File: config.mk
export PLATFORM = sky130hd
export DESIGN_NAME = ccad_out_fifo
export DESIGN_NICKNAME = d
export VERILOG_FILES = /design/src/sv/chunk_codebook_audio_decoder_assert.svh /design/src/sv/ccad_pkg.sv /design/src/sv/ccad_out_fifo.sv
export SDC_FILE = /design/constraint.sdc
export NUM_CORES = 1
export LEC_CHECK = 0
export ABC_AREA = 1
export BUFFER_PORTS_ARGS = -buffer_cell sky130_fd_sc_hd__buf_2
export CAP_MARGIN = 20
export CORE_AREA = 5 5 84 86
export DETAILED_ROUTE_END_ITERATION = 6
export DIE_AREA = 0 0 89 91
export PLACE_DENSITY = 0.54
export SYNTH_ARGS = -nofsm -noshare
export SYNTH_HDL_FRONTEND = slang
export SYNTH_SLANG_ARGS = --single-unit
File: constraint.sdc
create_clock -name i_clk -period 4.45 [get_ports i_clk]
set_input_delay 0 -clock i_clk [delete_from_list [all_inputs] [get_ports i_clk]]
set_output_delay 0 -clock i_clk [all_outputs]
set_load 0.01 [all_outputs]
File: src/sv/chunk_codebook_audio_decoder_assert.svh
// Assertion macros used by the decoder's top-level RTL file.
`ifndef CHUNK_CODEBOOK_AUDIO_DECODER_ASSERT_SVH
`define CHUNK_CODEBOOK_AUDIO_DECODER_ASSERT_SVH

// A condition that must hold at every clock edge out of reset.
`define CCAD_ASSERT_ALWAYS(lbl, clk, rst_n, cond, msg) \
    lbl: assert property (@(posedge clk) disable iff (!rst_n) (cond)) \
        else $error(msg);

// A consequence that must hold in the cycle after its antecedent.
`define CCAD_ASSERT_NEXT(lbl, clk, rst_n, ante, cons, msg) \
    lbl: assert property (@(posedge clk) disable iff (!rst_n) (ante) |=> (cons)) \
        else $error(msg);

`endif

File: src/sv/ccad_pkg.sv
// Package with the decoder's constants, request types and sample formatting.
package ccad_pkg;

    localparam int CHUNK_SAMPLES    = 4;
    // Must be a power of two: chunk indexes wrap by masking.
    localparam int CHUNKS_PER_FRAME = 256;
    localparam int CODEBOOK_SIZE    = CHUNK_SAMPLES * CHUNKS_PER_FRAME;

    localparam int CB_AW = $clog2(CODEBOOK_SIZE);
    localparam int K_W   = $clog2(CHUNKS_PER_FRAME);
    localparam int J_W   = (CHUNK_SAMPLES > 1) ? $clog2(CHUNK_SAMPLES) : 1;

    localparam int BYTE_W         = 8;
    localparam int BLOCKS_W       = 16;
    localparam int CHUNKS_W       = 4;
    localparam int BLOCK_CHUNKS   = 8;
    localparam int HEADER_SHIFT   = 8;
    localparam int DAC_OFFSET     = 64;

    localparam int OUT_DEPTH = 4;
    localparam int OPTR_W    = $clog2(OUT_DEPTH);
    localparam int OCNT_W    = $clog2(OUT_DEPTH + 1);

    typedef struct packed {
        logic             en;
        logic [CB_AW-1:0] addr;
        logic [BYTE_W-1:0] data;
    } t_cb_write;

    typedef struct packed {
        logic             valid;
        logic [CB_AW-1:0] addr;
        logic             raw;
        logic             last;
        logic             eot;
    } t_cb_read;

    typedef struct packed {
        logic [BYTE_W-1:0] dac_high;
        logic              dac_low_bit;
        logic              last_of_chunk;
        logic              end_of_track;
    } t_sample;

    function automatic t_sample format_sample(input logic [BYTE_W-1:0] s,
                                              input logic raw,
                                              input logic last,
                                              input logic eot);
        t_sample r;
        r.last_of_chunk = last;
        r.end_of_track  = eot;
        if (eot) begin
            r.dac_high    = '0;
            r.dac_low_bit = 1'b0;
            r.last_of_chunk = 1'b0;
        end else if (raw) begin
            r.dac_high    = s;
            r.dac_low_bit = 1'b1;
        end else begin
            r.dac_high    = {1'b0, s[BYTE_W-1:1]} + BYTE_W'(DAC_OFFSET);
            r.dac_low_bit = s[0];
        end
        return r;
    endfunction

endpackage

File: src/sv/ccad_out_fifo.sv
// Small output queue that decouples sample production from the consumer.
module ccad_out_fifo import ccad_pkg::*; (
    input  logic              i_clk,
    input  logic              i_rst_n,
    input  logic              i_push,
    input  t_sample           i_data,
    output logic [OCNT_W-1:0] o_count,
    output logic              o_valid,
    input  logic              i_ready,
    output t_sample           o_data
);

    t_sample             r_buf [OUT_DEPTH];
    logic [OPTR_W-1:0]   r_wr_ptr, r_rd_ptr;
    logic [OCNT_W-1:0]   r_count;
    logic                pop;

    assign o_valid = (r_count != '0);
    assign pop     = o_valid && i_ready;
    assign o_data  = r_buf[r_rd_ptr];
    assign o_count = r_count;

    always_ff @(posedge i_clk) begin
        if (i_push) begin
            r_buf[r_wr_ptr] <= i_data;
        end
    end

    always_ff @(posedge i_clk) begin
        if (!i_rst_n) begin
            r_wr_ptr <= '0;
            r_rd_ptr <= '0;
            r_count  <= '0;
        end else begin
            if (i_push) begin
                r_wr_ptr <= r_wr_ptr + OPTR_W'(1);
            end
            if (pop) begin
                r_rd_ptr <= r_rd_ptr + OPTR_W'(1);
            end
            r_count <= r_count + OCNT_W'(i_push) - OCNT_W'(pop);
        end
    end

endmodule

## After elaboration in Yosys (flattened, before gate mapping)

Memories as Yosys holds them, arrays and structs flattened. A register that Yosys moved wholly into a read port is not among the register bits.
Index checks and enable logic that the tools add are counted.

| storage, ports and cells | value |
|---|---|
| flip-flop bits (word level) | 7 |
| latch bits | 0 |
| memory bits (writable) | 44 |
| bits in read-only memories | 0 |
| input bits | 15 |
| word-level logic and storage cells | 14 |
| memories kept | 1 |

Memories:

| memory | depth | width | rd ports | clocked after memory_dff | wr ports | RTL line | source |
|---|---|---|---|---|---|---|---|
| r_buf | 4 | 11 | 1 | 1 | 1 | ccad_out_fifo.sv:13 | `t_sample r_buf [OUT_DEPTH];` |

| cells by class | value |
|---|---|
| add/sub/neg operators | 4 |
| $mul | 0 |
| divide/modulo/power cells | 0 |
| order comparisons | 0 |
| eq/ne operators | 0 |
| shifts and indexed selects | 0 |
| multiplexer cells | 4 |
| bitwise operators | 0 |
| reduce and logical (&&, ||, !) cells | 2 |

Operator list:

| operator | number |
|---|---|
| $add A2 B1 Y2 const B | 2 |
| $mux W2 | 2 |
| $add A3 B1 Y3 | 1 |
| $reduce_bool A3 Y1 | 1 |
| $sub A3 B1 Y3 | 1 |
| $mux W1 | 2 |
| $logic_and A1 B1 Y1 | 1 |

## Depth between registers and ports, before layout

| depth | value |
|---|---|
| word-level depth | 4 |
| gate-level depth with buffers | 9 |
| depth with buffers taken out | 9 |

## Worst setup path before layout

OpenSTA, ideal clock, no wires.

| timing path | value |
|---|---|
| kind | reg-to-reg |
| start | register r_count[1], in the netlist o_count[1] |
| end | register r_count[2], in the netlist o_count[2] |
| data arrival time | 1587 ps |
| required time | 4335 ps |
| slack | 2748 ps |
| stages on the path, launching flop included | 9 |
| buffers on the path | 0 |
| period minus slack after synthesis | 1702 ps |
| path through | dfxtp_1 -> nor2_2 -> a21boi_0 -> ha_1 -> inv_1 -> ha_1 -> fa_1 -> a21oi_1 -> nor2_1 |

| on the way | value |
|---|---|
| word-level cells in the longest chain between the ends | 3 |

Ends and longest elaborated chain:

| what | RTL line | source |
|---|---|---|
| start, declared | ccad_out_fifo.sv:15 | `logic [OCNT_W-1:0] r_count;` |
| start signal, assigned | ccad_out_fifo.sv:41 | `r_count <= r_count + OCNT_W'(i_push) - OCNT_W'(pop);` |
| $reduce_bool A3 Y1 | ccad_out_fifo.sv:18 | `assign o_valid = (r_count != '0);` |
| $logic_and A1 B1 Y1 | ccad_out_fifo.sv:19 | `assign pop = o_valid && i_ready;` |
| net pop | ccad_out_fifo.sv:16 | `logic pop;` |
| $sub A3 B1 Y3 | ccad_out_fifo.sv:41 |  |

The timed path passes the listed nets, and every way through them passes these cells.
A chain may end at the register's enable or synchronous reset.

==> metrics.md <==
| Metric | Value |
|---|---|
| Status | completed |
| Xor/xnor share of the synthesized area | 0% |
| Drt drc | 0 |
| Critical path class | reg -> out |
| Yosys warns | 0 |
| Clock Skews | 0.00668 ns |
| Slew @ Worst Pin | 0.806 ns |
| Wire per inst | 13.1 um |
| Die X | 89 um |
| Internal power | 808 uW |
| Post-cts resize count | 0 |
| Vias per std cell | 4.44 |
| GP Congestion | 0.683 |
| Slew HR | 46.2% |
| Initial Util | 33.7% |
| Routed length on met1 | 1680 um |
| Synthesized area per cell | 12.5 um2 |
| Full die area | 8100 um2 |
| Final core utilization | 40.5% |
| Mux cell area share after synthesis | 0% |
| Total power | 1.18 mW |
| Post-DP HPWL | 2430 um |
| Area growth, synth to finish | 20.2% |
| H-tree levels | 2 |
| Finish-stage setup viols | 0 |
| TNS Setup | 0 ns |
| CP endpoint kind | output pin |
| Clock Sink Count | 53 |
| Peak supply drop | 183 uV |
| CP Data Required Time | 4.45 ns |
| Largest net degree at the start of global routing | 24 |
| Fin. Hold Viols | 0 |
| I/O pin cnt | 30 |
| Minimum clock period | 2.01 ns |
| Sequential area share after synthesis | 71.8% |
| CTS Hold Bufs | 13 |
| DRT antenna net count | 0 |
| Critical path fanouts, max | 23 |
| Initial antenna violation count | 0 |
| Clock Pin Slew Worst Setup and Hold Paths | 0.09 ns |
| Switch share | 31.6% |
| Top routing layer in use | met4 |
| Inserted Diodes | 0 |
| P_sw | 373 uW |
| Largest family of logic cells by synthesized area | compound AO/OA/AOI/OAI gates |
| Number of port buffers | 29 |
| First-pass GRT wire length | 6120 um |
| CTS tree | built |
| Area share of the largest cell type after synthesis | 63.2% |
| Pwr Density | 470 nW/um2 |
| Area leader, netlist | edfxtp_1 |
| WP buf/inv | 2 |
| WL final | 3760 um |
| Via count | 1279 |
| Layout Cells excl Fill | 288 |
| Worst-case clock buffer depth | 2 |
| Vias in the first global route | 1272 |
| Seq pwr share | 52.4% |
| Die H | 91 um |
| Final instance area | 2510 um2 |
| Detailed Routing Iterations Pass 1 | 4 |
| Number of cell rows | 29 |
| Maximum clock frequency | 497 MHz |
| Syn Inst Count | 167 |
| Crit-path max cell delay | 0.86 ns |
| Final nets | 232 |
| Synth Cell Area | 2090 um2 |
| Initial DRC Count | 60 |
| CP Cell Sequence | inv_2 -> o21ai_0 -> o22ai_1 -> buf_2 |
| Syn Nets | 189 |
| Synth Area in Adders | 4.55% |
| Setup ws final | 2.44 ns |
| Pins Over Slew Limit | 0 |
| Root Driver | clkbuf_8 |
| RSZ-0062 raised after global routing | false |
| Clk_lat worst skew | 0.30 ns |
| Data arrival, critical path | 2.01 ns |
| Worst path slowest cell | dfxtp_1 |
| Met3 wire len | 175 um |
| GRT Overall Usage | 10.1% |
| Compound-gate portion of the synthesized area | 10.6% |
| Period utilization | 45.2% |
| Share of cells above drive strength 1 | 20.4% |
| Top post-synthesis cells by area | edfxtp_1 (63%), dfxtp_1 (8.6%), nor2_1 (4.7%) |
| Cts bufs inserted | 5 |
| Grt ovf | 0 |
| #FFs+latches synth | 53 |
| Top delay family on crit path | flip-flops |
| Fraction of power consumed by the clock network | 22.4% |
| Setup Buffers After CTS | 0 |
| Worst hold slack | 0.0107 ns |
| Synth Area in Simple Gates | 8.08% |
| Critical Path Source Type | flip-flop |
| Placed cells | 267 |
| Routed met2 length | 1860 um |
| Area of placed instances | 2290 um2 |
| Max_cap viols | 0 |
| Min-delay worst type | in -> reg |
| Setup WS pre-CTS | 2.69 ns |
| Logic pwr share | 25.2% |
| Core area | 6200 um2 |
| Count of different cell masters after synthesis | 19 |
| P_leak | 0.969 nW |
tightest hold or removal path: stages:
cell and delay, ns:
buf_2 0.14, inv_2 0.07, a21oi_1 0.06
per-layer routing:
layer,vias up,track usage [%]
met2,18,16.5
met1,588,12.2
met5,-,0
li1,668,-
met3,5,3.35
met4,0,3.72
layout by cell type, fill, tap and decap left out, drive strengths merged:
| cell | synthesis | final |
|---|---|---|
| dfxtp | 9 | 9 |
| a21boi | 1 | 1 |
| clkinv | 1 | 1 |
| dlygate4sd3 | 0 | 13 |
| a21oi | 5 | 5 |
| clkinvlp | 0 | 3 |
| nand3 | 2 | 2 |
| o21ai | 24 | 24 |
| clkbuf | 0 | 5 |
| nor2 | 27 | 27 |
| buf | 6 | 29 |
| edfxtp | 44 | 44 |
| inv | 16 | 16 |
| fa | 1 | 1 |
| ha | 6 | 6 |
| o22ai | 11 | 11 |
| nand2 | 14 | 14 |
state kept, by name (all words and copies together), names as in the netlist, named ones only:
signal and flops:
o_count 3, r_rd_ptr 2, r_buf 44, r_wr_ptr 2
Yosys cell counts:
| cell type | count |
|---|---|
| inv_2 | 4 |
| a21oi_1 | 5 |
| nand3_1 | 2 |
| a21boi_0 | 1 |
| ha_1 | 6 |
| nor2_2 | 1 |
| nand2_2 | 1 |
| o21ai_1 | 18 |
| inv_1 | 12 |
| o21ai_0 | 6 |
| nand2_1 | 13 |
| clkinv_1 | 1 |
| buf_2 | 2 |
| dfxtp_1 | 9 |
| o22ai_1 | 11 |
| fa_1 | 1 |
| buf_4 | 4 |
| edfxtp_1 | 44 |
| nor2_1 | 26 |
cell type report:
class,count,area (um2)
fillers,603,3690
flip-flops and latches,53,1500
multi-input cells,91,485
repair buffers,42,275
well taps,77,96.3
clock buffers,5,68.8
inverters,17,63.8
clock inverters,3,22.5
worst paths after layout:
kind                       startpoint                  endpoint  slack (ns)  cells after the start
min                            i_push  r_wr_ptr[0]$_SDFFE_PN0P_        0.01                      3
max                         flip-flop                o_data[10]        2.44                      4
min reg2reg  r_rd_ptr[0]$_SDFFE_PN0P_  r_rd_ptr[0]$_SDFFE_PN0P_        0.49                      2
max reg2reg     o_count[1]$_SDFF_PN0_     o_count[2]$_SDFF_PN0_        2.69                      8
power by group through the flow:
stage | Combinational (mW) | Sequential (mW) | Clock (mW)
2_1_floorplan | 0.216 | 0.612 | 0
3_3_place_gp | 0.294 | 0.629 | 0
3_5_place_dp | 0.298 | 0.631 | 0
4_1_cts | 0.307 | 0.620 | 0.275
5_1_grt | 0.347 | 0.626 | 0.294
6_report | 0.298 | 0.618 | 0.265
logic make-up after synthesis:
group           after synthesis
fa+ha+maj                     7
buf+inv                      23
flops                        53
compound gates               41
simple gates                 43
Note: power is estimated with default switching activity, not from simulation.
