--- config.mk ---
export PLATFORM = sky130hd
export DESIGN_NAME = ccad_parser
export DESIGN_NICKNAME = d
export VERILOG_FILES = /design/src/sv/chunk_codebook_audio_decoder_assert.svh /design/src/sv/ccad_pkg.sv /design/src/sv/ccad_parser.sv
export SDC_FILE = /design/constraint.sdc
export NUM_CORES = 1
export LEC_CHECK = 0
export ABC_AREA = 1
export BUFFER_PORTS_ARGS = -buffer_cell sky130_fd_sc_hd__buf_2
export CORE_MARGIN = 2
export CORE_UTILIZATION = 57
export CTS_CLUSTER_DIAMETER = 80
export DETAILED_ROUTE_END_ITERATION = 12
export GPL_TIMING_DRIVEN = 0
export PLACE_DENSITY = 0.84
export RECOVER_POWER = 50
export SETUP_SLACK_MARGIN = 0.02
export SLEW_MARGIN = 25
export SYNTH_ARGS = -nofsm -noshare
export SYNTH_HDL_FRONTEND = slang
export SYNTH_SLANG_ARGS = --single-unit
--- constraint.sdc ---
create_clock -name i_clk -period 2.65 [get_ports i_clk]
set_input_delay 0.795 -clock i_clk [delete_from_list [all_inputs] [get_ports i_clk]]
set_output_delay 0.795 -clock i_clk [all_outputs]
set_load 0.05 [all_outputs]
--- src/sv/chunk_codebook_audio_decoder_assert.svh ---
// Assertion macros used by the decoder's top-level RTL file.
`ifndef CHUNK_CODEBOOK_AUDIO_DECODER_ASSERT_SVH
`define CHUNK_CODEBOOK_AUDIO_DECODER_ASSERT_SVH

// A condition that must hold at every clock edge out of reset.
`define CCAD_ASSERT_ALWAYS(lbl, clk, rst_n, cond, msg) \
    lbl: assert property (@(posedge clk) disable iff (!rst_n) (cond)) \
        else $error(msg);

// A consequence that must hold in the cycle after its antecedent.
`define CCAD_ASSERT_NEXT(lbl, clk, rst_n, ante, cons, msg) \
    lbl: assert property (@(posedge clk) disable iff (!rst_n) (ante) |=> (cons)) \
        else $error(msg);

`endif

--- src/sv/ccad_pkg.sv ---
// Package with the decoder's constants, request types and sample formatting.
package ccad_pkg;

    localparam int CHUNK_SAMPLES    = 4;
    // Must be a power of two: chunk indexes wrap by masking.
    localparam int CHUNKS_PER_FRAME = 256;
    localparam int CODEBOOK_SIZE    = CHUNK_SAMPLES * CHUNKS_PER_FRAME;

    localparam int CB_AW = $clog2(CODEBOOK_SIZE);
    localparam int K_W   = $clog2(CHUNKS_PER_FRAME);
    localparam int J_W   = (CHUNK_SAMPLES > 1) ? $clog2(CHUNK_SAMPLES) : 1;

    localparam int BYTE_W         = 8;
    localparam int BLOCKS_W       = 16;
    localparam int CHUNKS_W       = 4;
    localparam int BLOCK_CHUNKS   = 8;
    localparam int HEADER_SHIFT   = 8;
    localparam int DAC_OFFSET     = 64;

    localparam int OUT_DEPTH = 4;
    localparam int OPTR_W    = $clog2(OUT_DEPTH);
    localparam int OCNT_W    = $clog2(OUT_DEPTH + 1);

    typedef struct packed {
        logic             en;
        logic [CB_AW-1:0] addr;
        logic [BYTE_W-1:0] data;
    } t_cb_write;

    typedef struct packed {
        logic             valid;
        logic [CB_AW-1:0] addr;
        logic             raw;
        logic             last;
        logic             eot;
    } t_cb_read;

    typedef struct packed {
        logic [BYTE_W-1:0] dac_high;
        logic              dac_low_bit;
        logic              last_of_chunk;
        logic              end_of_track;
    } t_sample;

    function automatic t_sample format_sample(input logic [BYTE_W-1:0] s,
                                              input logic raw,
                                              input logic last,
                                              input logic eot);
        t_sample r;
        r.last_of_chunk = last;
        r.end_of_track  = eot;
        if (eot) begin
            r.dac_high    = '0;
            r.dac_low_bit = 1'b0;
            r.last_of_chunk = 1'b0;
        end else if (raw) begin
            r.dac_high    = s;
            r.dac_low_bit = 1'b1;
        end else begin
            r.dac_high    = {1'b0, s[BYTE_W-1:1]} + BYTE_W'(DAC_OFFSET);
            r.dac_low_bit = s[0];
        end
        return r;
    endfunction

endpackage

--- src/sv/ccad_parser.sv ---
// Stream parser and sample read sequencer of the decoder.
module ccad_parser import ccad_pkg::*; (
    input  logic              i_clk,
    input  logic              i_rst_n,
    input  logic              i_valid,
    output logic              o_ready,
    input  logic [BYTE_W-1:0] i_stream_byte,
    input  logic              i_slot_ok,
    output t_cb_write         o_wr,
    output t_cb_read          o_rd
);

    typedef enum logic [1:0] {
        MODE_HEADER,
        MODE_LOAD,
        MODE_FLAG,
        MODE_INDEX
    } t_mode;

    t_mode               r_mode, n_mode;
    logic [CB_AW-1:0]    r_load_count, n_load_count;
    logic [BLOCKS_W-1:0] r_blocks_left, n_blocks_left;
    logic [BYTE_W-1:0]   r_flag_bits, n_flag_bits;
    logic [CHUNKS_W-1:0] r_chunks_left, n_chunks_left;
    logic                r_busy, n_busy;
    logic [J_W-1:0]      r_j, n_j;
    logic [K_W-1:0]      r_k, n_k;
    logic                r_raw, n_raw;

    logic            acc;
    logic [K_W-1:0]  k_in;
    logic            last_j;

    assign o_ready = i_slot_ok && !r_busy;
    assign acc     = i_valid && o_ready;
    assign k_in    = i_stream_byte[K_W-1:0];
    assign last_j  = (r_j == J_W'(CHUNK_SAMPLES - 1));

    always_comb begin
        n_mode        = r_mode;
        n_load_count  = r_load_count;
        n_blocks_left = r_blocks_left;
        n_flag_bits   = r_flag_bits;
        n_chunks_left = r_chunks_left;
        n_busy        = r_busy;
        n_j           = r_j;
        n_k           = r_k;
        n_raw         = r_raw;
        o_wr          = '0;
        o_rd          = '0;

        if (r_busy && i_slot_ok) begin
            // Remaining samples of the current chunk, one read per cycle while the queue has room.
            o_rd.valid = 1'b1;
            o_rd.addr  = (CB_AW'(r_j) << K_W) | CB_AW'(r_k);
            o_rd.raw   = r_raw;
            o_rd.last  = last_j;
            n_j        = r_j + J_W'(1);
            if (last_j) begin
                n_busy = 1'b0;
            end
        end

        if (acc) begin
            case (r_mode)
                MODE_LOAD: begin
                    o_wr.en   = 1'b1;
                    o_wr.addr = r_load_count;
                    o_wr.data = i_stream_byte;
                    if (r_load_count == CB_AW'(CODEBOOK_SIZE - 1)) begin
                        n_load_count = '0;
                        n_mode       = MODE_FLAG;
                    end else begin
                        n_load_count = r_load_count + CB_AW'(1);
                    end
                end
                MODE_FLAG: begin
                    n_flag_bits   = i_stream_byte;
                    n_chunks_left = CHUNKS_W'(BLOCK_CHUNKS);
                    n_blocks_left = r_blocks_left - BLOCKS_W'(1);
                    n_mode        = MODE_INDEX;
                end
                MODE_INDEX: begin
                    o_rd.valid    = 1'b1;
                    o_rd.addr     = CB_AW'(k_in);
                    o_rd.raw      = r_flag_bits[BYTE_W-1];
                    o_rd.last     = (CHUNK_SAMPLES == 1);
                    n_busy        = (CHUNK_SAMPLES > 1);
                    n_j           = J_W'(1);
                    n_k           = k_in;
                    n_raw         = r_flag_bits[BYTE_W-1];
                    n_flag_bits   = {r_flag_bits[BYTE_W-2:0], 1'b0};
                    n_chunks_left = r_chunks_left - CHUNKS_W'(1);
                    if (n_chunks_left == '0) begin
                        n_mode = (r_blocks_left != '0) ? MODE_FLAG : MODE_HEADER;
                    end
                end
                default: begin
                    if (i_stream_byte == '0) begin
                        o_rd.valid = 1'b1;
                        o_rd.eot   = 1'b1;
                        n_mode     = MODE_HEADER;
                    end else begin
                        n_blocks_left = BLOCKS_W'({i_stream_byte, HEADER_SHIFT'(0)});
                        n_load_count  = '0;
                        n_mode        = MODE_LOAD;
                    end
                end
            endcase
        end
    end

    always_ff @(posedge i_clk) begin
        if (!i_rst_n) begin
            r_mode        <= MODE_HEADER;
            r_load_count  <= '0;
            r_blocks_left <= '0;
            r_flag_bits   <= '0;
            r_chunks_left <= '0;
            r_busy        <= 1'b0;
            r_j           <= '0;
        end else begin
            r_mode        <= n_mode;
            r_load_count  <= n_load_count;
            r_blocks_left <= n_blocks_left;
            r_flag_bits   <= n_flag_bits;
            r_chunks_left <= n_chunks_left;
            r_busy        <= n_busy;
            r_j           <= n_j;
        end
        r_k   <= n_k;
        r_raw <= n_raw;
    end

endmodule

After elaboration in Yosys (flattened, before gate mapping):

Cells that the tools add are included.

* add/sub/neg operators: 4
* multiply operators: 0
* div/mod/pow operators: 0
* magnitude comparators: 0
* eq/ne operators: 9
* shifts and indexed selects: 0
* multiplexer cells: 28
* bitwise logic cells: 3
* reduce and logical (&&, ||, !) cells: 17

Operators with widths (number)
* 19-bit two-way mux: 2
* 16-bit case mux with 2 select lines: 1
* 10-bit two-way mux: 2
* 10-bit case mux with 2 select lines: 1
* 16-bit two-way mux: 1
* 8-bit case mux with 2 select lines: 1
* 16-bit nonzero test: 1
* 16-bit by 1-bit subtractor with 16-bit output, second input constant: 1
* 14-bit two-way mux: 1
* 13-bit two-way mux: 1
* 12-bit two-way mux: 1
* 2-bit two-way mux: 6
* 10-bit by 1-bit adder with 10-bit output, second input constant: 1
* 10-bit == test, second input constant: 1
* 10-bit by 8-bit bitwise OR with 10-bit output: 1
* 3-bit AND reduction: 3
* 8-bit logical NOT: 1
* 1-bit two-way mux: 8
* 4-bit case mux with 2 select lines: 1
* 2-bit == test, second input constant: 3
* 2-bit case mux with 3 select lines: 1
* 2-bit OR reduction: 3
* 4-bit logical NOT: 1
* 2-bit by 1-bit != test with 1-bit output, second input constant: 2
* other kinds (11): 16

* register bits after elaboration: 52
* bits in latches: 0
* memory bits (writable): 0
* memory bits (read-only): 0
* bits of input ports: 12
* output and inout bits: 34
* word-level logic and storage cells: 70
* memories: 0

Depth between registers and ports, before layout:

Gate-level depths: netlist (run 1).

* word-level depth: 5
* depth in mapped cells: 12
* depth with buffers taken out: 12

Worst setup path before layout (run 1):

OpenSTA, ideal clock, no wires.

* path kind: input port to output port
* from: in i_valid
* to: out o_wr[11] in the netlist's numbering
* data arrival time: 2781 ps
* data required time: 1855 ps
* path slack: -926 ps
* stages: 5
* buffers on the path: 1
* cells stage by stage: nand3_4 > nor2_1 > inv_1 > buf_2 > nor2_1

RTL lines
* start: declaration: line ccad_parser.sv:5 `input logic i_valid,`
* end: declaration: line ccad_parser.sv:9 `output t_cb_write o_wr,`

==> reports/results.ini, run 1 <==
[yosys]
synth.yosys.seq_area_share_pct=36.2
synth_fp_nets=481
synth.yosys.warnings=0
ys_top_cells_by_area=dfxtp_1 (28%), nand2_1 (15%), nor2_1 (9.0%)
synth_cells=459
yosys.area.top_type=dfxtp_1
ys_types=45
syn_area_sq_mm=0.00312
async_reset_ff_share_pct=0
synth.top_cell.area_share_pct=27.6
ys.flop_type=dfxtp_1
avgSynthCellArea_sq_um=6.80
synth_edf_count=9
ys_ff_latch=52

[place]
dpl-instance-area_sq_mm=0.00369
port_buffers=45
dpl.hpwl_um=5860
place.gp.congestion=0.956

[setup_path]
crit_chain=clkbuf_1 -> nor2_1 -> nand2_2 -> nor4_2 -> buf_2
critical_path.top_delay_family=simple AND/OR/NAND/NOR gates
start_kind=input port
critPathBufInv=2
path_class=input port to output pin
cp_data_required_time_ns=1.86
arrival_ns=1.85
slowest_stage=buf_2
slowest_delay_ns=0.32
critPathMaxFanout=4
cp-end-kind=output pin

[final_layout]
drive_gt1_share_pct=23.9
design_area_sq_mm=0.00399
antenna_cells=0
fill_cells=383
fin_util_pct=76.6
fin_nets=545
syn_to_final_growth_pct=27.8

[die]
fp-row-count=26
die-height_um=78.0
io_pins=46
die_w_um=78.0
die_area_sq_mm=0.00608
coreArea_sq_mm=0.00520
initial_core_util_pct=60.0

[route]
antenna_left=0
viasPerCell=5.53
drc_errors=0
firstDrtPassIters=5
vias=3282
drt_iter0_markers=202
wire_per_inst_um=14.6
routed_wl_um=8650

[clocking]
numCtsBuffers=5
worstSkewPairLatency_ns=0.31
cts_root_buffer=clkbuf_8
htreeDepth=2
cts_max_path_buffers=2
cts_tree=yes
path_clk_slew_ns=0.09
clock-sinks=52
postCtsHoldBufs=0

[timing]
post-route-min-period_ns=2.65
finClkSkew_ns=0.00706
worstMarginPinSlew_ns=0.722
relSlewSlack_pct=51.9
setup_viol=0
fin_crit_sh_pct=99.9
fin_tns_setup_ns=0
max_freq_ghz=0.378
hold_viol_final=0
whs_ns=0.481
finalMaxSlewViolations=0

[global_route]
grt_pass1_wl_um=13300
grt_max_degree=16
track_usage_pct=27.1
grt_pass1_vias=2883
grt_overflow_total=0
antenna_found_initial=0

[worst_hold_path]
hold_class=flop to flop

[job]
maxCapViolCount=0

[power_and_ir_drop]
p_leak_nw=1.67
power_w=0.00170
ir_worst_vdd_mv=0.306
powerDensity_mw_per_mm2=427

[run_status]
status=complete, no violations

-- metrics by stage --
step,setup WS (ns),cells
floorplan,-0.147,459
global placement,-0.366,574
detailed placement,-0.386,574
CTS,0.0310,588
global route,-0.0553,594
finish,0.00225,594
-- placed cells by master (no fill, tap or decap), types with 2 or more instances in the layout --
cell,instances
buf_6,5
nand2_4,3
a21oi_1,27
dfxtp_1,41
a21oi_2,4
nand3_1,26
o21ai_0,24
clkbuf_1,13
nand2_1,119
a31oi_1,8
clkbuf_8,5
inv_2,3
nor2_2,2
nand4_1,4
nand3_4,2
edfxtp_1,9
buf_2,20
inv_1,44
o21ai_4,6
o21ai_2,4
nor2_1,58
buf_12,2
o21ai_1,2
nand3b_1,2
nor2_4,20
xnor2_1,2
inv_4,2
clkinvlp_4,2
buf_4,28
nand2_2,3
ha_1,9
-- what timing repair did --
| action | CTS | global route |
|---|---|---|
| gates resized for setup | 25 | 14 |
| endpoints found under the setup margin | 22 | 22 |
| pin swaps | 3 | 5 |
| buffers inserted | 6 | 6 |
-- flip-flops by register name, indices dropped and copies added (netlist names) --
name	flops
r_k	8
r_raw	1
r_blocks_left	16
r_j	2
r_mode	2
r_load_count	10
r_busy	1
r_chunks_left	4
r_flag_bits	8
-- worst paths after layout --
check | start | to | slack [ns] | cells past startpoint
worst min register to register | r_blocks_left[1] | r_blocks_left[1] | 0.48 | 2
worst min-delay path | r_blocks_left[1] | r_blocks_left[1] | 0.48 | 2
worst max register to register | r_mode[0] | r_load_count[6] | 0.68 | 8
worst max-delay path | i_stream_byte[3] | o_rd[0] | 0.002 | 5
-- layer usage --
metal / vias to the layer above / routed length [um] / track usage (%)
met2: 140 / 4280 / 47.2
met4: 0 / 214 / 8.60
met3: 23 / 566 / 3.95
met5: - / 0 / 0
li1: 1612 / - / -
met1: 1507 / 3590 / 34.6
-- worst min-delay path, stage by stage, from the launching register on --
cell and delay, ns:
dfxtp_1 0.33, nand2_1 0.06, a21oi_1 0.05
-- power breakdown --
part	switching (W)	internal [W]
Combinational	0.000214	0.000104
Clock	0.000266	0.000281
Sequential	0.0000194	0.000819
-- Yosys cell counts (2+ instances only) --
cell      count
nand4_1       4
dfxtp_1      43
o21ai_1       3
buf_4         2
clkbuf_1      3
nor2_1       75
xnor2_1       2
buf_2         4
a21oi_1      27
nand2_4       3
a31oi_1       8
o21ai_2       2
nand2_1     121
a21oi_2       4
edfxtp_1      9
nor2_2        4
o21ai_0      31
clkinv_1      2
nand3b_1      2
inv_1        48
nand3_1      27
inv_2         2
nor4_1        2
ha_1         10
-- logic make-up (layout without fill, tap and decap cells) --
| group | Yosys count | after routing | share of synthesized area, % |
|---|---|---|---|
| compound gates | 81 | 81 | 14.6 |
| xor+xnor | 3 | 3 | 0.842 |
| flops | 52 | 52 | 36.2 |
| fa+ha+maj | 10 | 10 | 4.01 |
| simple gates | 249 | 249 | 35.4 |
| buf+inv | 64 | 129 | 8.94 |
-- area by class of cell --
cell class	count	area, sq um	area share [%]
well taps	70	87.6	2.20
clock inverters	2	35.0	0.879
repair buffers	57	367	9.19
plain buffers	11	100	2.51
inverters	53	216	5.43
multi-input cells	343	1970	49.5
clock buffers	6	72.6	1.82
flip-flops and latches	52	1140	28.5
(Power assumes the default switching activity.)
==> run 2: changes to the inputs <==
CTS_BUF_LIST = sky130_fd_sc_hd__clkbuf_8 sky130_fd_sc_hd__clkbuf_16   (was not set)
PLACE_DENSITY = not set   (was 0.84)
PLACE_DENSITY_LB_ADDON = 0.05   (was not set)
RECOVER_POWER = not set   (was 50)
==> reports/results.ini, run 2 (same netlist as run 1, synthesis figures left out) <==
[run_status]
status=complete, no violations  ; unchanged

[setup_path]
critPathBufInv=3  ; was 2
path_depth=6  ; was 5
arrival_ns=1.82  ; was 1.85 ns
rr_worst_depth=8  ; unchanged
critPathMaxFanout=4  ; unchanged
cp_data_required_time_ns=1.86  ; about the same
r2r_start=r_mode[0]  ; unchanged
slowest_stage=buf_2  ; unchanged
r2r_end=r_load_count[7]  ; was r_load_count[6]
crit_chain=buf_2 -> nor2_2 -> nand2_2 -> buf_4 -> nor4_2 -> buf_2  ; was clkbuf_1 -> nor2_1 -> nand2_2 -> nor4_2 -> buf_2
start_kind=input port  ; unchanged
slowest_delay_ns=0.31  ; was 0.32 ns
path_class=input port to output pin  ; unchanged
rrSetupSlack_ns=0.73  ; was 0.68 ns
critical_path.top_delay_family=buffers and inverters  ; was simple AND/OR/NAND/NOR gates
cpMostUsedCell=buf_2
worstSetupEndpoint=o_rd[0]  ; unchanged
cp-end-kind=output pin  ; unchanged
crit_start=i_stream_byte[3]  ; unchanged

[clocking]
numCtsBuffers=5  ; unchanged
worstSkewPairLatency_ns=0.31  ; about the same
htreeDepth=2  ; unchanged
clock-sinks=52  ; unchanged
cts_root_buffer=clkbuf_8  ; unchanged
cts_max_path_buffers=2  ; unchanged
cts_tree=yes  ; unchanged
path_clk_slew_ns=0.10  ; was 0.09 ns

[power_and_ir_drop]
p_clk_share_pct=32.3  ; was 32.1%
p_int_w=0.00121  ; was 0.00120 W
switching_share_pct=30.0  ; was 29.3%
ir_worst_vdd_mv=0.401  ; was 0.306 mV
power_switching_w=0.000520  ; was 0.000499 W
p_comb_share_pct=19.2  ; was 18.7%
p_seq_share_pct=48.5  ; was 49.2%
p_leak_nw=1.74  ; was 1.67 nW
powerDensity_mw_per_mm2=425  ; was 427 mW/mm^2

[global_route]
grt_overflow_total=0  ; unchanged
grt_pass1_wl_um=13800  ; was 13300 um
track_usage_pct=28.2  ; was 27.1%
grt_max_degree=16  ; unchanged
antenna_found_initial=0  ; unchanged
grt_pass1_vias=3003  ; was 2883

[final_layout]
drive_gt1_share_pct=26.4  ; was 23.9%
syn_to_final_growth_pct=30.6  ; was 27.8%
top_regs=r_blocks_left x16, r_load_count x10  ; unchanged
fin_nets=548  ; was 545
mostFrequentLayoutCells=nand2_1 (119), nor2_1 (55), inv_1 (46)  ; was nand2_1 (119), nor2_1 (58), inv_1 (44)
regMostFlops=r_blocks_left  ; unchanged
instances_no_fill=597  ; was 594
layout_commonest_cell=nand2_1  ; unchanged
antenna_cells=0  ; unchanged
largest_register_ffs=16  ; unchanged
design_area_sq_mm=0.00408  ; was 0.00399 sq mm
fin_util_pct=78.3  ; was 76.6%

[route]
drc_errors=0  ; unchanged
wire_per_inst_um=14.4  ; was 14.6 um
vias=3319  ; was 3282
drt_iter0_markers=368  ; was 202
firstDrtPassIters=5  ; unchanged
viasPerCell=5.56  ; was 5.53
antenna_left=0  ; unchanged
routed_wl_um=8630  ; was 8650 um

[die]
die_area_sq_mm=0.00608  ; unchanged
die-height_um=78.0  ; unchanged
initial_core_util_pct=60.0  ; unchanged
coreArea_sq_mm=0.00520  ; unchanged
die_w_um=78.0  ; unchanged
fp-row-count=26  ; unchanged
io_pins=46  ; unchanged

[timing]
worstMarginPinSlew_ns=0.597  ; was 0.722 ns
fin_crit_sh_pct=98.8  ; was 99.9%
finClkSkew_ns=0.00925  ; was 0.00706 ns
finalMaxSlewViolations=0  ; unchanged
max_freq_ghz=0.382  ; was 0.378 GHz
setup_viol=0  ; unchanged
hold_viol_final=0  ; unchanged
fin_ws_ns=0.0324  ; was 0.00225 ns
relSlewSlack_pct=59.8  ; was 51.9%
whs_ns=0.480  ; was 0.481 ns
rsz0062_at_grt=yes
post-route-min-period_ns=2.62  ; was 2.65 ns

[job]
maxCapViolCount=0  ; unchanged

[place]
place.gp.congestion=0.907  ; was 0.956
place_inst=574  ; unchanged
place_ws_ns=-0.395  ; was -0.386 ns
port_buffers=45  ; unchanged
dpl.hpwl_um=5850  ; was 5860 um
dpl-instance-area_sq_mm=0.00369  ; unchanged

[worst_hold_path]
hold_depth=2  ; unchanged
hold_class=flop to flop  ; unchanged

run 2: cell type report:
class | count | area (sq um)
Sequential cell | 52 | 1140
Clock buffer | 5 | 68.8
Fill cell | 400 | 1130
Clock inverter | 3 | 38.8
Multi-Input combinational cell | 343 | 1990
Tap cell | 70 | 87.6
Inverter | 53 | 219
Timing Repair Buffer | 60 | 434
Buffer | 11 | 105
run 2: how the worst min path moves through the flow:
stage | from | end | slack (ns)
CTS | r_flag_bits[1] | r_flag_bits[2] | 0.48
finish | r_flag_bits[5] | r_flag_bits[6] | 0.48
floorplan | r_flag_bits[7] | r_raw | 0.43
global placement | r_flag_bits[0] | r_flag_bits[0] | 0.45
global route | r_flag_bits[7] | r_raw | 0.50
detailed placement | r_flag_bits[7] | r_raw | 0.46
run 2: worst min-delay path: stages, from the launching register on:
cell and delay [ns]:
dfxtp_1 0.32, nand2_1 0.05, a31oi_1 0.07
run 2: power by group through the flow:
stage	Clock (W)	Sequential, W	Combinational, W
after floorplan	0	0.000850	0.000229
after CTS	0.000553	0.000837	0.000307
after global routing	0.000582	0.000842	0.000370
after global placement	0	0.000855	0.000291
final	0.000560	0.000839	0.000332
after detailed placement	0	0.000855	0.000297
run 2: through the flow:
| stage | setup TNS (ns) | power, W |
|---|---|---|
| floorplan | -1.72 | 0.00108 |
| CTS | 0 | 0.00170 |
| global placement | -4.66 | 0.00115 |
| global route | -0.00664 | 0.00179 |
| finish | 0 | 0.00173 |
| detailed placement | -5.07 | 0.00115 |
run 2: metal layers:
metal | vias to the layer above | share of wire [%] | global-route usage, %
met2 | 133 | 49 | 47.0
met4 | 0 | 1.5 | 8.42
met5 | - | 0 | 0
li1 | 1620 | - | -
met1 | 1551 | 44 | 38.3
met3 | 15 | 5.7 | 3.60
run 2: repair_timing:
item | in CTS | in global routing
cloned | 0 | 1
hold buffers | 0 | 0
pin swaps | 3 | 6
endpoints found under the setup margin | 21 | 21
resized for setup | 28 | 21
setup buffers | 6 | 8
